===== config.mk =====
export PLATFORM = sky130hd
export DESIGN_NAME = throttle_smooth_ramp_limiter_flat
export DESIGN_NICKNAME = d
export VERILOG_FILES = /design/src/sv/tsrl_pkg.sv /design/src/sv/tsrl_if.sv /design/src/sv/tsrl_div.sv /design/src/sv/throttle_smooth_ramp_limiter.sv /design/src/flat_wrapper.sv
export SDC_FILE = /design/constraint.sdc
export NUM_CORES = 1
export LEC_CHECK = 0
export ABC_AREA = 0
export BUFFER_PORTS_ARGS = -buffer_cell sky130_fd_sc_hd__buf_2
export CAP_MARGIN = 20
export CELL_PAD_IN_SITES_DETAIL_PLACEMENT = 1
export CELL_PAD_IN_SITES_GLOBAL_PLACEMENT = 2
export CORE_MARGIN = 2
export CORE_UTILIZATION = 30
export DETAILED_ROUTE_END_ITERATION = 10
export PLACE_DENSITY_LB_ADDON = 0.25
export REMOVE_ABC_BUFFERS = 1
export SYNTH_ARGS = -nofsm -noshare
export SYNTH_HDL_FRONTEND = slang
export SYNTH_SLANG_ARGS = --single-unit

===== constraint.sdc =====
create_clock -name clock -period 14.22 [get_ports clock]
set_input_delay 2.133 -clock clock [delete_from_list [all_inputs] [get_ports clock]]
set_output_delay 2.133 -clock clock [all_outputs]
set_load 0.01 [all_outputs]

===== src/sv/tsrl_pkg.sv =====
`timescale 1ns / 1ps

package tsrl_pkg;

   localparam int SAMPLE_BITS = 12;
   localparam int RING_DEPTH_DEF = 8;

   localparam int MODE_W = 2;
   localparam int RAMP_W = 10;
   localparam int DECEL_W = 4;
   localparam int CSR_INDEX_W = 3;
   localparam int CSR_DATA_W = 12;

   localparam logic [MODE_W-1:0] MODE_TICK = 2'd0;
   localparam logic [MODE_W-1:0] MODE_CLEAR = 2'd1;
   localparam logic [MODE_W-1:0] MODE_PREFILL = 2'd2;

   localparam logic [CSR_INDEX_W-1:0] CSR_POT_LOW = 3'd0;
   localparam logic [CSR_INDEX_W-1:0] CSR_POT_HIGH = 3'd1;
   localparam logic [CSR_INDEX_W-1:0] CSR_ESC_MIN = 3'd2;
   localparam logic [CSR_INDEX_W-1:0] CSR_SPORT_MAX = 3'd3;
   localparam logic [CSR_INDEX_W-1:0] CSR_CHILL_MAX = 3'd4;
   localparam logic [CSR_INDEX_W-1:0] CSR_CHILL_RAMP = 3'd5;
   localparam logic [CSR_INDEX_W-1:0] CSR_SPORT_RAMP = 3'd6;
   localparam logic [CSR_INDEX_W-1:0] CSR_DECEL = 3'd7;

   localparam logic [SAMPLE_BITS-1:0] POT_LOW_RST = 12'd0;
   localparam logic [SAMPLE_BITS-1:0] POT_HIGH_RST = 12'd4095;
   localparam logic [SAMPLE_BITS-1:0] ESC_MIN_RST = 12'd1035;
   localparam logic [SAMPLE_BITS-1:0] SPORT_MAX_RST = 12'd1950;
   localparam logic [SAMPLE_BITS-1:0] CHILL_MAX_RST = 12'd1600;
   localparam logic [RAMP_W-1:0] CHILL_RAMP_RST = 10'd4;
   localparam logic [RAMP_W-1:0] SPORT_RAMP_RST = 10'd8;
   localparam logic [DECEL_W-1:0] DECEL_RST = 4'd2;

   typedef struct packed {
      logic busy;
      logic done;
   } tsrl_div_stat_type;

endpackage


===== src/sv/tsrl_if.sv =====
`timescale 1ns / 1ps

interface tsrl_req_if import tsrl_pkg::*; ();
   logic                   valid;
   logic                   ready;
   logic [MODE_W-1:0]      mode;
   logic [SAMPLE_BITS-1:0] pot_sample;
   logic                   sport_mode;
   logic [SAMPLE_BITS-1:0] fill_value;

   modport source (output valid, mode, pot_sample, sport_mode, fill_value, input ready);
   modport sink (input valid, mode, pot_sample, sport_mode, fill_value, output ready);
endinterface

interface tsrl_rsp_if import tsrl_pkg::*; ();
   logic                   valid;
   logic                   ready;
   logic [SAMPLE_BITS-1:0] smoothed_pwm;
   logic [SAMPLE_BITS-1:0] drive_pwm;

   modport source (output valid, smoothed_pwm, drive_pwm, input ready);
   modport sink (input valid, smoothed_pwm, drive_pwm, output ready);
endinterface


===== src/sv/tsrl_div.sv =====
`timescale 1ns / 1ps

module tsrl_div import tsrl_pkg::*; (
   input  logic                     clock,
   input  logic                     reset,
   input  logic                     start,
   input  logic [2*SAMPLE_BITS-1:0] numer,
   input  logic [SAMPLE_BITS-1:0]   denom,
   output logic [SAMPLE_BITS-1:0]   quotient,
   output tsrl_div_stat_type        stat
);

   localparam int CNT_W = $clog2(SAMPLE_BITS + 1);

   logic [CNT_W-1:0]       cnt_ff, cnt_in;
   logic                   done_ff, done_in;
   logic [SAMPLE_BITS-1:0] rem_ff, rem_in;
   logic [SAMPLE_BITS-1:0] quo_ff, quo_in;
   logic [SAMPLE_BITS-1:0] den_ff, den_in;
   logic [SAMPLE_BITS:0]   trial;
   logic [SAMPLE_BITS:0]   trial_sub;
   logic                   fits;

   // quotient is known to fit, so the upper half of the dividend starts as remainder
   assign trial = {rem_ff, quo_ff[SAMPLE_BITS-1]};
   assign trial_sub = trial - {1'b0, den_ff};
   assign fits = trial >= {1'b0, den_ff};

   always_comb begin
      cnt_in = cnt_ff;
      done_in = 1'b0;
      rem_in = rem_ff;
      quo_in = quo_ff;
      den_in = den_ff;
      if (start) begin
         cnt_in = CNT_W'(SAMPLE_BITS);
         rem_in = numer[2*SAMPLE_BITS-1:SAMPLE_BITS];
         quo_in = numer[SAMPLE_BITS-1:0];
         den_in = denom;
      end else if (cnt_ff != '0) begin
         cnt_in = cnt_ff - CNT_W'(1);
         done_in = (cnt_ff == CNT_W'(1));
         rem_in = fits ? trial_sub[SAMPLE_BITS-1:0] : trial[SAMPLE_BITS-1:0];
         quo_in = {quo_ff[SAMPLE_BITS-2:0], fits};
      end
   end

   always_ff @(posedge clock) begin
      if (reset) begin
         cnt_ff <= '0;
         done_ff <= 1'b0;
      end else begin
         cnt_ff <= cnt_in;
         done_ff <= done_in;
      end
      rem_ff <= rem_in;
      quo_ff <= quo_in;
      den_ff <= den_in;
   end

   assign quotient = quo_ff;
   assign stat.busy = (cnt_ff != '0);
   assign stat.done = done_ff;

`ifndef SYNTHESIS
   a_done_after_last_step : assert property (@(posedge clock) disable iff (reset)
      (cnt_ff == CNT_W'(1) && !start) |=> done_ff)
      else $error("divider done missing after last step");
   a_done_idle : assert property (@(posedge clock) disable iff (reset)
      done_ff |-> cnt_ff == '0)
      else $error("divider done while still iterating");
   a_done_pulse : assert property (@(posedge clock) disable iff (reset)
      done_ff |=> !done_ff)
      else $error("divider done longer than one cycle");
`endif

endmodule


===== src/sv/throttle_smooth_ramp_limiter.sv =====
`timescale 1ns / 1ps
// sample tick: map the pot reading (by the shared 12-step divider, skipped when the pot
// range is flat), push it into the ring, average the N ring entries present with the same
// divider after a one-read-per-cycle ring walk, then slew-limit the drive
// prefill writes every ring entry; clear goes straight to the result; status read averages the ring (not when empty)
// one word in flight; the next word is taken while a result waits in the output register
// synchronous reset: registers to defaults, last drive to 1035, ring empty; no clearing pass

module throttle_smooth_ramp_limiter import tsrl_pkg::*; #(
   parameter int RING_DEPTH = RING_DEPTH_DEF
) (
   input  logic                   clock,
   input  logic                   reset,
   tsrl_req_if.sink               req_ch,
   tsrl_rsp_if.source             rsp_ch,
   input  logic                   csr_wr_en,
   input  logic [CSR_INDEX_W-1:0] csr_index,
   input  logic [CSR_DATA_W-1:0]  csr_wdata
);

   localparam int AW = (RING_DEPTH > 1) ? $clog2(RING_DEPTH) : 1;
   localparam int CW = $clog2(RING_DEPTH + 1);
   localparam int SUMW = SAMPLE_BITS + CW;
   localparam int SB = SAMPLE_BITS;

   typedef enum logic [3:0] {
      ST_IDLE,
      ST_MAP,
      ST_MAP_WAIT,
      ST_PUSH,
      ST_SUM,
      ST_SUM_LAST,
      ST_AVG_WAIT,
      ST_SLEW,
      ST_FILL,
      ST_DONE
   } state_type;

   logic [SB-1:0]      pot_low_ff, pot_high_ff, esc_min_ff, sport_max_ff, chill_max_ff;
   logic [RAMP_W-1:0]  chill_ramp_ff, sport_ramp_ff;
   logic [DECEL_W-1:0] decel_ff;

   state_type          state_ff, state_in;
   logic [MODE_W-1:0]  mode_ff, mode_in;
   logic [SB-1:0]      pot_ff, pot_in;
   logic               sport_ff, sport_in;
   logic [SB-1:0]      fill_ff, fill_in;
   logic               neg_ff, neg_in;
   logic [SB-1:0]      mapped_ff, mapped_in;
   logic [CW-1:0]      count_ff, count_in;
   logic [AW-1:0]      slot_ff, slot_in;
   logic [AW-1:0]      idx_ff, idx_in;
   logic               rd_vld_ff, rd_vld_in;
   logic [SUMW-1:0]    sum_ff, sum_in;
   logic [SB-1:0]      avg_ff, avg_in;
   logic [SB-1:0]      last_ff, last_in;
   logic               rsp_vld_ff, rsp_vld_in;
   logic [SB-1:0]      rsp_avg_ff, rsp_avg_in;
   logic [SB-1:0]      rsp_drive_ff, rsp_drive_in;

   logic [SB-1:0]      ring_mem [RING_DEPTH];
   logic [SB-1:0]      rd_data_ff;
   logic               mem_we;
   logic [AW-1:0]      mem_waddr;
   logic [SB-1:0]      mem_wdata;

   logic                  div_start;
   logic [2*SB-1:0]       div_num;
   logic [SB-1:0]         div_den;
   logic [SB-1:0]         div_quo;
   tsrl_div_stat_type     div_stat;

   logic [SB-1:0]         top_pwm;
   logic [RAMP_W-1:0]     ramp;
   logic                  pot_flat;
   logic [SB-1:0]         pot_clamp;
   logic [SB-1:0]         pot_diff;
   logic [SB-1:0]         pot_span;
   logic signed [SB:0]    out_span;
   logic [SB-1:0]         span_mag;
   logic [2*SB-1:0]       product;
   logic [SUMW-1:0]       sum_total;
   logic signed [SB+1:0]  mapped_calc;
   logic [RAMP_W+DECEL_W-1:0] fall_lim;
   logic signed [SB+2:0]  delta;
   logic signed [SB+2:0]  lim;
   logic signed [SB+2:0]  delta_cl;
   logic signed [SB+3:0]  drive_raw;
   logic [SB-1:0]         drive_cl;

   // configuration registers
   always_ff @(posedge clock) begin
      if (reset) begin
         pot_low_ff <= POT_LOW_RST;
         pot_high_ff <= POT_HIGH_RST;
         esc_min_ff <= ESC_MIN_RST;
         sport_max_ff <= SPORT_MAX_RST;
         chill_max_ff <= CHILL_MAX_RST;
         chill_ramp_ff <= CHILL_RAMP_RST;
         sport_ramp_ff <= SPORT_RAMP_RST;
         decel_ff <= DECEL_RST;
      end else if (csr_wr_en) begin
         case (csr_index)
            CSR_POT_LOW: pot_low_ff <= csr_wdata;
            CSR_POT_HIGH: pot_high_ff <= csr_wdata;
            CSR_ESC_MIN: esc_min_ff <= csr_wdata;
            CSR_SPORT_MAX: sport_max_ff <= csr_wdata;
            CSR_CHILL_MAX: chill_max_ff <= csr_wdata;
            CSR_CHILL_RAMP: chill_ramp_ff <= csr_wdata[RAMP_W-1:0];
            CSR_SPORT_RAMP: sport_ramp_ff <= csr_wdata[RAMP_W-1:0];
            CSR_DECEL: decel_ff <= csr_wdata[DECEL_W-1:0];
            default: ;
         endcase
      end
   end

   // mapping datapath
   assign top_pwm = sport_ff ? sport_max_ff : chill_max_ff;
   assign ramp = sport_ff ? sport_ramp_ff : chill_ramp_ff;
   assign pot_flat = (pot_high_ff <= pot_low_ff);
   assign pot_clamp = (pot_ff < pot_low_ff) ? pot_low_ff :
                      (pot_ff > pot_high_ff) ? pot_high_ff : pot_ff;
   assign pot_diff = pot_clamp - pot_low_ff;
   assign pot_span = pot_high_ff - pot_low_ff;
   assign out_span = $signed({1'b0, top_pwm}) - $signed({1'b0, esc_min_ff});
   assign span_mag = out_span[SB] ? SB'(-out_span) : out_span[SB-1:0];
   assign product = pot_diff * span_mag;
   assign mapped_calc = neg_ff ? $signed({2'b00, esc_min_ff}) - $signed({2'b00, div_quo})
                               : $signed({2'b00, esc_min_ff}) + $signed({2'b00, div_quo});

   // ring sum and divider operands
   assign sum_total = sum_ff + {{CW{1'b0}}, rd_data_ff};
   assign div_start = (state_ff == ST_MAP && !pot_flat) || (state_ff == ST_SUM_LAST);
   assign div_num = (state_ff == ST_MAP) ? product : {{(2*SB-SUMW){1'b0}}, sum_total};
   assign div_den = (state_ff == ST_MAP) ? pot_span : {{(SB-CW){1'b0}}, count_ff};

   tsrl_div u_div (
      .clock    (clock),
      .reset    (reset),
      .start    (div_start),
      .numer    (div_num),
      .denom    (div_den),
      .quotient (div_quo),
      .stat     (div_stat)
   );

   // slew limit and final clamp
   assign fall_lim = ramp * decel_ff;
   assign delta = $signed({3'b000, avg_ff}) - $signed({3'b000, last_ff});
   assign lim = (delta > 0) ? $signed({5'b00000, ramp})
                            : $signed({1'b0, fall_lim});
   assign delta_cl = (delta > lim) ? lim : (delta < -lim) ? -lim : delta;
   assign drive_raw = $signed({4'b0000, last_ff}) + $signed({delta_cl[SB+2], delta_cl});
   assign drive_cl = (drive_raw < $signed({4'b0000, esc_min_ff})) ? esc_min_ff :
                     (drive_raw > $signed({4'b0000, top_pwm})) ? top_pwm :
                     drive_raw[SB-1:0];

   // ring memory
   always_ff @(posedge clock) begin
      if (mem_we) begin
         ring_mem[mem_waddr] <= mem_wdata;
      end
      rd_data_ff <= ring_mem[idx_ff];
   end

   always_comb begin
      state_in = state_ff;
      mode_in = mode_ff;
      pot_in = pot_ff;
      sport_in = sport_ff;
      fill_in = fill_ff;
      neg_in = neg_ff;
      mapped_in = mapped_ff;
      count_in = count_ff;
      slot_in = slot_ff;
      idx_in = idx_ff;
      rd_vld_in = 1'b0;
      sum_in = sum_ff;
      avg_in = avg_ff;
      last_in = last_ff;
      rsp_vld_in = rsp_vld_ff && !rsp_ch.ready;
      rsp_avg_in = rsp_avg_ff;
      rsp_drive_in = rsp_drive_ff;
      mem_we = 1'b0;
      mem_waddr = slot_ff;
      mem_wdata = mapped_ff;

      case (state_ff)
         ST_IDLE: begin
            if (req_ch.valid) begin
               mode_in = req_ch.mode;
               pot_in = req_ch.pot_sample;
               sport_in = req_ch.sport_mode;
               fill_in = req_ch.fill_value;
               idx_in = '0;
               sum_in = '0;
               case (req_ch.mode)
                  MODE_TICK: state_in = ST_MAP;
                  MODE_CLEAR: begin
                     last_in = esc_min_ff;
                     count_in = '0;
                     slot_in = '0;
                     avg_in = '0;
                     state_in = ST_DONE;
                  end
                  MODE_PREFILL: state_in = ST_FILL;
                  default: begin
                     if (count_ff == '0) begin
                        avg_in = '0;
                        state_in = ST_DONE;
                     end else begin
                        state_in = ST_SUM;
                     end
                  end
               endcase
            end
         end
         ST_MAP: begin
            neg_in = out_span[SB];
            if (pot_flat) begin
               mapped_in = esc_min_ff;
               state_in = ST_PUSH;
            end else begin
               state_in = ST_MAP_WAIT;
            end
         end
         ST_MAP_WAIT: begin
            if (div_stat.done) begin
               mapped_in = mapped_calc[SB-1:0];
               state_in = ST_PUSH;
            end
         end
         ST_PUSH: begin
            mem_we = 1'b1;
            slot_in = (slot_ff == AW'(RING_DEPTH - 1)) ? '0 : slot_ff + AW'(1);
            if (count_ff < CW'(RING_DEPTH)) begin
               count_in = count_ff + CW'(1);
            end
            idx_in = '0;
            sum_in = '0;
            state_in = ST_SUM;
         end
         ST_SUM: begin
            rd_vld_in = 1'b1;
            if (rd_vld_ff) begin
               sum_in = sum_total;
            end
            if (CW'(idx_ff) == count_ff - CW'(1)) begin
               state_in = ST_SUM_LAST;
            end else begin
               idx_in = idx_ff + AW'(1);
            end
         end
         ST_SUM_LAST: begin
            state_in = ST_AVG_WAIT;
         end
         ST_AVG_WAIT: begin
            if (div_stat.done) begin
               avg_in = div_quo;
               state_in = (mode_ff == MODE_TICK) ? ST_SLEW : ST_DONE;
            end
         end
         ST_SLEW: begin
            last_in = drive_cl;
            state_in = ST_DONE;
         end
         ST_FILL: begin
            mem_we = 1'b1;
            mem_waddr = idx_ff;
            mem_wdata = fill_ff;
            if (idx_ff == AW'(RING_DEPTH - 1)) begin
               count_in = CW'(RING_DEPTH);
               slot_in = '0;
               avg_in = fill_ff;
               state_in = ST_DONE;
            end else begin
               idx_in = idx_ff + AW'(1);
            end
         end
         ST_DONE: begin
            if (!rsp_vld_ff || rsp_ch.ready) begin
               rsp_vld_in = 1'b1;
               rsp_avg_in = avg_ff;
               rsp_drive_in = last_ff;
               state_in = ST_IDLE;
            end
         end
         default: state_in = ST_IDLE;
      endcase
   end

   always_ff @(posedge clock) begin
      if (reset) begin
         state_ff <= ST_IDLE;
         count_ff <= '0;
         slot_ff <= '0;
         last_ff <= ESC_MIN_RST;
         rd_vld_ff <= 1'b0;
         rsp_vld_ff <= 1'b0;
      end else begin
         state_ff <= state_in;
         count_ff <= count_in;
         slot_ff <= slot_in;
         last_ff <= last_in;
         rd_vld_ff <= rd_vld_in;
         rsp_vld_ff <= rsp_vld_in;
      end
      mode_ff <= mode_in;
      pot_ff <= pot_in;
      sport_ff <= sport_in;
      fill_ff <= fill_in;
      neg_ff <= neg_in;
      mapped_ff <= mapped_in;
      idx_ff <= idx_in;
      sum_ff <= sum_in;
      avg_ff <= avg_in;
      rsp_avg_ff <= rsp_avg_in;
      rsp_drive_ff <= rsp_drive_in;
   end

   assign req_ch.ready = (state_ff == ST_IDLE);
   assign rsp_ch.valid = rsp_vld_ff;
   assign rsp_ch.smoothed_pwm = rsp_avg_ff;
   assign rsp_ch.drive_pwm = rsp_drive_ff;

`ifndef SYNTHESIS
   a_count_bound : assert property (@(posedge clock) disable iff (reset)
      count_ff <= CW'(RING_DEPTH))
      else $error("ring count above depth");
   a_div_free : assert property (@(posedge clock) disable iff (reset)
      div_start |-> !div_stat.busy)
      else $error("divider started while busy");
   a_leave_idle : assert property (@(posedge clock) disable iff (reset)
      (req_ch.valid && req_ch.ready) |=> state_ff != ST_IDLE)
      else $error("accepted word did not start work");
   a_rsp_from_done : assert property (@(posedge clock) disable iff (reset)
      $rose(rsp_vld_ff) |-> $past(state_ff == ST_DONE))
      else $error("result word raised outside done");
`endif

endmodule

===== src/flat_wrapper.sv =====
// flat-port wrapper written by rule: the top's interface ports become plain ports
module throttle_smooth_ramp_limiter_flat import tsrl_pkg::*;
#(
   parameter int RING_DEPTH = RING_DEPTH_DEF
)
  (clock, reset, csr_wr_en, csr_index, csr_wdata, req_ch_valid, req_ch_mode, req_ch_pot_sample, req_ch_sport_mode, req_ch_fill_value, req_ch_ready, rsp_ch_valid, rsp_ch_smoothed_pwm, rsp_ch_drive_pwm, rsp_ch_ready);
  tsrl_req_if req_ch_i ();
  tsrl_rsp_if rsp_ch_i ();
  input  logic clock;
  input  logic reset;
  input  logic csr_wr_en;
  input  logic [CSR_INDEX_W-1:0] csr_index;
  input  logic [CSR_DATA_W-1:0] csr_wdata;
  input wire logic [$bits(req_ch_i.valid)-1:0] req_ch_valid;
  input wire logic [$bits(req_ch_i.mode)-1:0] req_ch_mode;
  input wire logic [$bits(req_ch_i.pot_sample)-1:0] req_ch_pot_sample;
  input wire logic [$bits(req_ch_i.sport_mode)-1:0] req_ch_sport_mode;
  input wire logic [$bits(req_ch_i.fill_value)-1:0] req_ch_fill_value;
  output wire logic [$bits(req_ch_i.ready)-1:0] req_ch_ready;
  output wire logic [$bits(rsp_ch_i.valid)-1:0] rsp_ch_valid;
  output wire logic [$bits(rsp_ch_i.smoothed_pwm)-1:0] rsp_ch_smoothed_pwm;
  output wire logic [$bits(rsp_ch_i.drive_pwm)-1:0] rsp_ch_drive_pwm;
  input wire logic [$bits(rsp_ch_i.ready)-1:0] rsp_ch_ready;
  assign req_ch_i.valid = req_ch_valid;
  assign req_ch_i.mode = req_ch_mode;
  assign req_ch_i.pot_sample = req_ch_pot_sample;
  assign req_ch_i.sport_mode = req_ch_sport_mode;
  assign req_ch_i.fill_value = req_ch_fill_value;
  assign req_ch_ready = req_ch_i.ready;
  assign rsp_ch_valid = rsp_ch_i.valid;
  assign rsp_ch_smoothed_pwm = rsp_ch_i.smoothed_pwm;
  assign rsp_ch_drive_pwm = rsp_ch_i.drive_pwm;
  assign rsp_ch_i.ready = rsp_ch_ready;
  throttle_smooth_ramp_limiter #(.RING_DEPTH(RING_DEPTH)) u_core (.clock(clock), .reset(reset), .req_ch(req_ch_i), .rsp_ch(rsp_ch_i), .csr_wr_en(csr_wr_en), .csr_index(csr_index), .csr_wdata(csr_wdata));
endmodule

==> key figures <==
Run status
  – Outcome: complete, no violations

Timing
  – Final hold vios: 0
  – FMAX: a little over 80 MHz
  – RSZ-0062 raised after global routing: no
  – Worst Tran Pin Value: roughly 1.1 ns
  – Max-slew headroom: 0.276
  – Fin crit period: around 12 ns
  – Setup TNS: 0 ns
  – Crit share post-route: 0.853
  – Hold_ws: 0.453 ns
  – Clk_skew: 0.0249 ns
  – Final setup viols: 0
  – Max Transition Viols Final: 0

Worst hold path
  – Min-delay worst type: flop to flop

Place
  – Dpl cell area: 0.0288 mm²
  – Final GP Congestion: about 0.82
  – Post-DP HPWL: 64.0 mm
  – Port buffer count: 72

Floorplan
  – Ports: 73
  – Core area: 0.0897 mm²
  – Width of the die: 304 µm
  – Die H: 304 µm
  – # rows: 110
  – DIE AREA: roughly 0.093 mm²
  – Initial core utilization: 0.302

Setup path
  – Worst path max stage delay: 0.76 ns
  – Crit path required time: 14.69 ns
  – Worst Setup Path Type: flop to flop
  – Crit path DAT: 12.61 ns
  – CP endpoint kind: flop
  – Crit Path Max Fanout: 38
  – Crit path launch type: flop
  – Worst path slowest cell: a311oi_2

Synthesis
  – Largest family of logic cells by synthesized area: adder cells
  – Number of distinct library cells after synthesis: 84
  – Avg Inst Size Synth: 9.40 µm²
  – Syn Inst Count: approximately 2.9k
  – Post-Synth Simple-Gate Area: 0.157
  – Synth Register Bits: 353
  – Synth Area in Adders: 0.213
  – Mux cell area share after synthesis: 0.0512
  – Mapped cell area: ~0.027 mm²
  – XOR/XNOR Fraction of Synth Area: 0.0417
  – Compound-Gate Fraction of Synth Area: 0.135
  – Seq/Total Area, Yosys: 0.345
  – Ys async rst share: 0
  – Leading area contributor after synthesis: edfxtp_1
  – Area fraction of the dominant cell type after synthesis: 0.252
  – Main synth FF type: edfxtp_1
  – Synth top area cells: edfxtp_1, ha_1, dfxtp_1
  – Synth warn: 0
  – Number of synthesized flops with an enable pin: 227

Cells and area
  – NumNets Final: 3,364
  – Layout cell share with drive strength beyond 1: 0.0897
  – N_diodes: 0
  – Post-route cell area: 0.0303 mm²
  – Area delta synth->final: 12.0%
  – Fillers: 10.3k

Drt
  – Vias/cell: 5.00
  – Routed Antenna Nets: 0
  – Router iterations before antenna repair: 5
  – Total number of vias: about 21k
  – Initial DRC Count: 966
  – Wire per inst: 19.8 µm
  – DRC viols: 0
  – Drt total wl: 82.1 mm

Clock tree
  – Post-CTS Hold Buffers: 0
  – CTS buffer count: 43
  – Clk root buf: clkbuf_16
  – CTS tree: yes
  – Post-cts gate resize count: 0
  – Clock transition at path regs: ~0.060 ns
  – Clock Latency Late Sink: 0.60 ns
  – Sink Count: between 300 and 400
  – Worst-case clock buffer depth: 3
  – Post-CTS setup buffer count: 0
  – H-tree Lvls: 2

GRT
  – Vias in the first global route: around 22k
  – Largest net degree at the start of global routing: 60
  – GRT Residual Overflow: 0
  – First-pass GRT wire length: 130 mm
  – Initial antenna violation count: 1
  – GRT Total Usage: 0.177

Job
  – Max Cap Viol: 0
## cell usage after synthesis, types with 8 or more instances
cell type    n
o21bai_1    14
mux2i_1     50
a21boi_0    15
buf_1       14
and3_1      16
edfxtp_1   227
nand4_1     16
a21oi_1    180
nand2_1    399
nor2_1     203
o21ai_0    124
nor3_1      49
xnor2_1     85
o31ai_1     10
a21o_1      68
o22ai_1     13
a211oi_1    18
nor2b_1     70
mux4_2      24
nand2b_1    58
nor4_1      11
fa_1       124
and2_1      27
dfxtp_1    126
ha_1       262
mux2_2      28
o211ai_1    17
a31oi_1     15
inv_1      292
clkbuf_1    93
nor3b_1      8
or3_1       12
o21a_1      18
xor2_1      42
nand3_1     34
## worst max-delay path: cells and delay by family (launching register included)
family | cells | cell delay [ns]
buffers and inverters | 4 | 1.02
AO/OA/AOI/OAI | 27 | 6.19
flip-flops | 1 | 0.42
adder cells (fa/ha/maj) | 6 | 1.85
AND/OR/NAND/NOR | 7 | 1.27
XOR/XNOR | 3 | 0.60
multiplexers | 2 | 0.64
## placed cells by master, fill, tap and decap left out, types with 28 or more instances in the layout
cell       synthesis  routed
buf_4              0      45
clkbuf_16          0      44
nand3_1           34      34
buf_2              3      71
mux2_2            28      28
nor2_1           203     202
nand2_1          399     399
inv_1            292     292
mux2i_1           50      50
dfxtp_1          126     126
a21oi_1          180     180
xor2_1            42      42
nand2b_1          58      58
a21o_1            68      68
o21ai_0          124     123
edfxtp_1         227     227
xnor2_1           85      85
ha_1             262     262
nor2b_1           70      70
fa_1             124     124
nor3_1            49      48
## cells by family after synthesis
| kind of cell | Yosys count |
|---|---|
| XOR/XNOR | 128 |
| AO/OA/AOI/OAI | 573 |
| buffers and inverters | 408 |
| adder cells (fa/ha/maj) | 386 |
| AND/OR/NAND/NOR | 929 |
| multiplexers | 104 |
| flip-flops | 353 |
## layout make-up
class                           count  area, µm²  area share
Sequential cell                   353       9340       0.308
Clock inverter                     22        256     0.00846
Inverter                          295       1110      0.0365
Multi-Input combinational cell   2120      16200       0.535
Clock buffer                       58       1190      0.0394
Timing Repair Buffer              118        728      0.0240
Tap cell                         1176       1470      0.0485
## routing by layer
metal / global-route usage / part of all wire
met5: 0 / 0
met4: 0.0512 / 0.026
met3: 0.0221 / 0.028
met2: 0.305 / 0.48
met1: 0.233 / 0.47
## path summary, 6_finish.rpt
kind,depth (start not counted),endpoint,from,slack (ns)
worst min-delay path,2,u_core.esc_min_ff[11],u_core.esc_min_ff[11],0.45
worst max-delay path,49,u_core.last_ff[2],u_core.last_ff[0],2.08
worst max register to register,49,u_core.last_ff[2],u_core.last_ff[0],2.08
worst min register to register,2,u_core.esc_min_ff[11],u_core.esc_min_ff[11],0.45
## metrics by stage
stage	setup slack, ns	std cells	utilization
after floorplan	1.16	2768	-
after global placement	2.36	4058	0.321
after detailed placement	2.20	4059	0.321
after CTS	2.14	4139	0.337
after global routing	0.849	4142	0.338
final	2.08	4142	0.338
## flip-flops by register name (all words and copies together), names as in the netlist, 10 cells and up
register	cells
u_core.chill_max_ff	12
u_core.pot_low_ff	12
u_core.sport_max_ff	12
u_core.sport_ramp_ff	10
u_core.pot_ff	12
u_core.avg_ff	12
u_core.chill_ramp_ff	10
u_core.rsp_ch.drive_pwm	12
u_core.fill_ff	12
u_core.u_div.rem_ff	12
u_core.rd_data_ff	12
u_core.last_ff	12
u_core.pot_high_ff	12
u_core.sum_ff	16
u_core.u_div.quotient	12
u_core.u_div.den_ff	12
u_core.ring_mem	96
u_core.esc_min_ff	12
u_core.mapped_ff	12
u_core.rsp_ch.smoothed_pwm	12
Power is not shown: default switching activity piles up to over one toggle a cycle in this logic, so the estimate is an artifact.
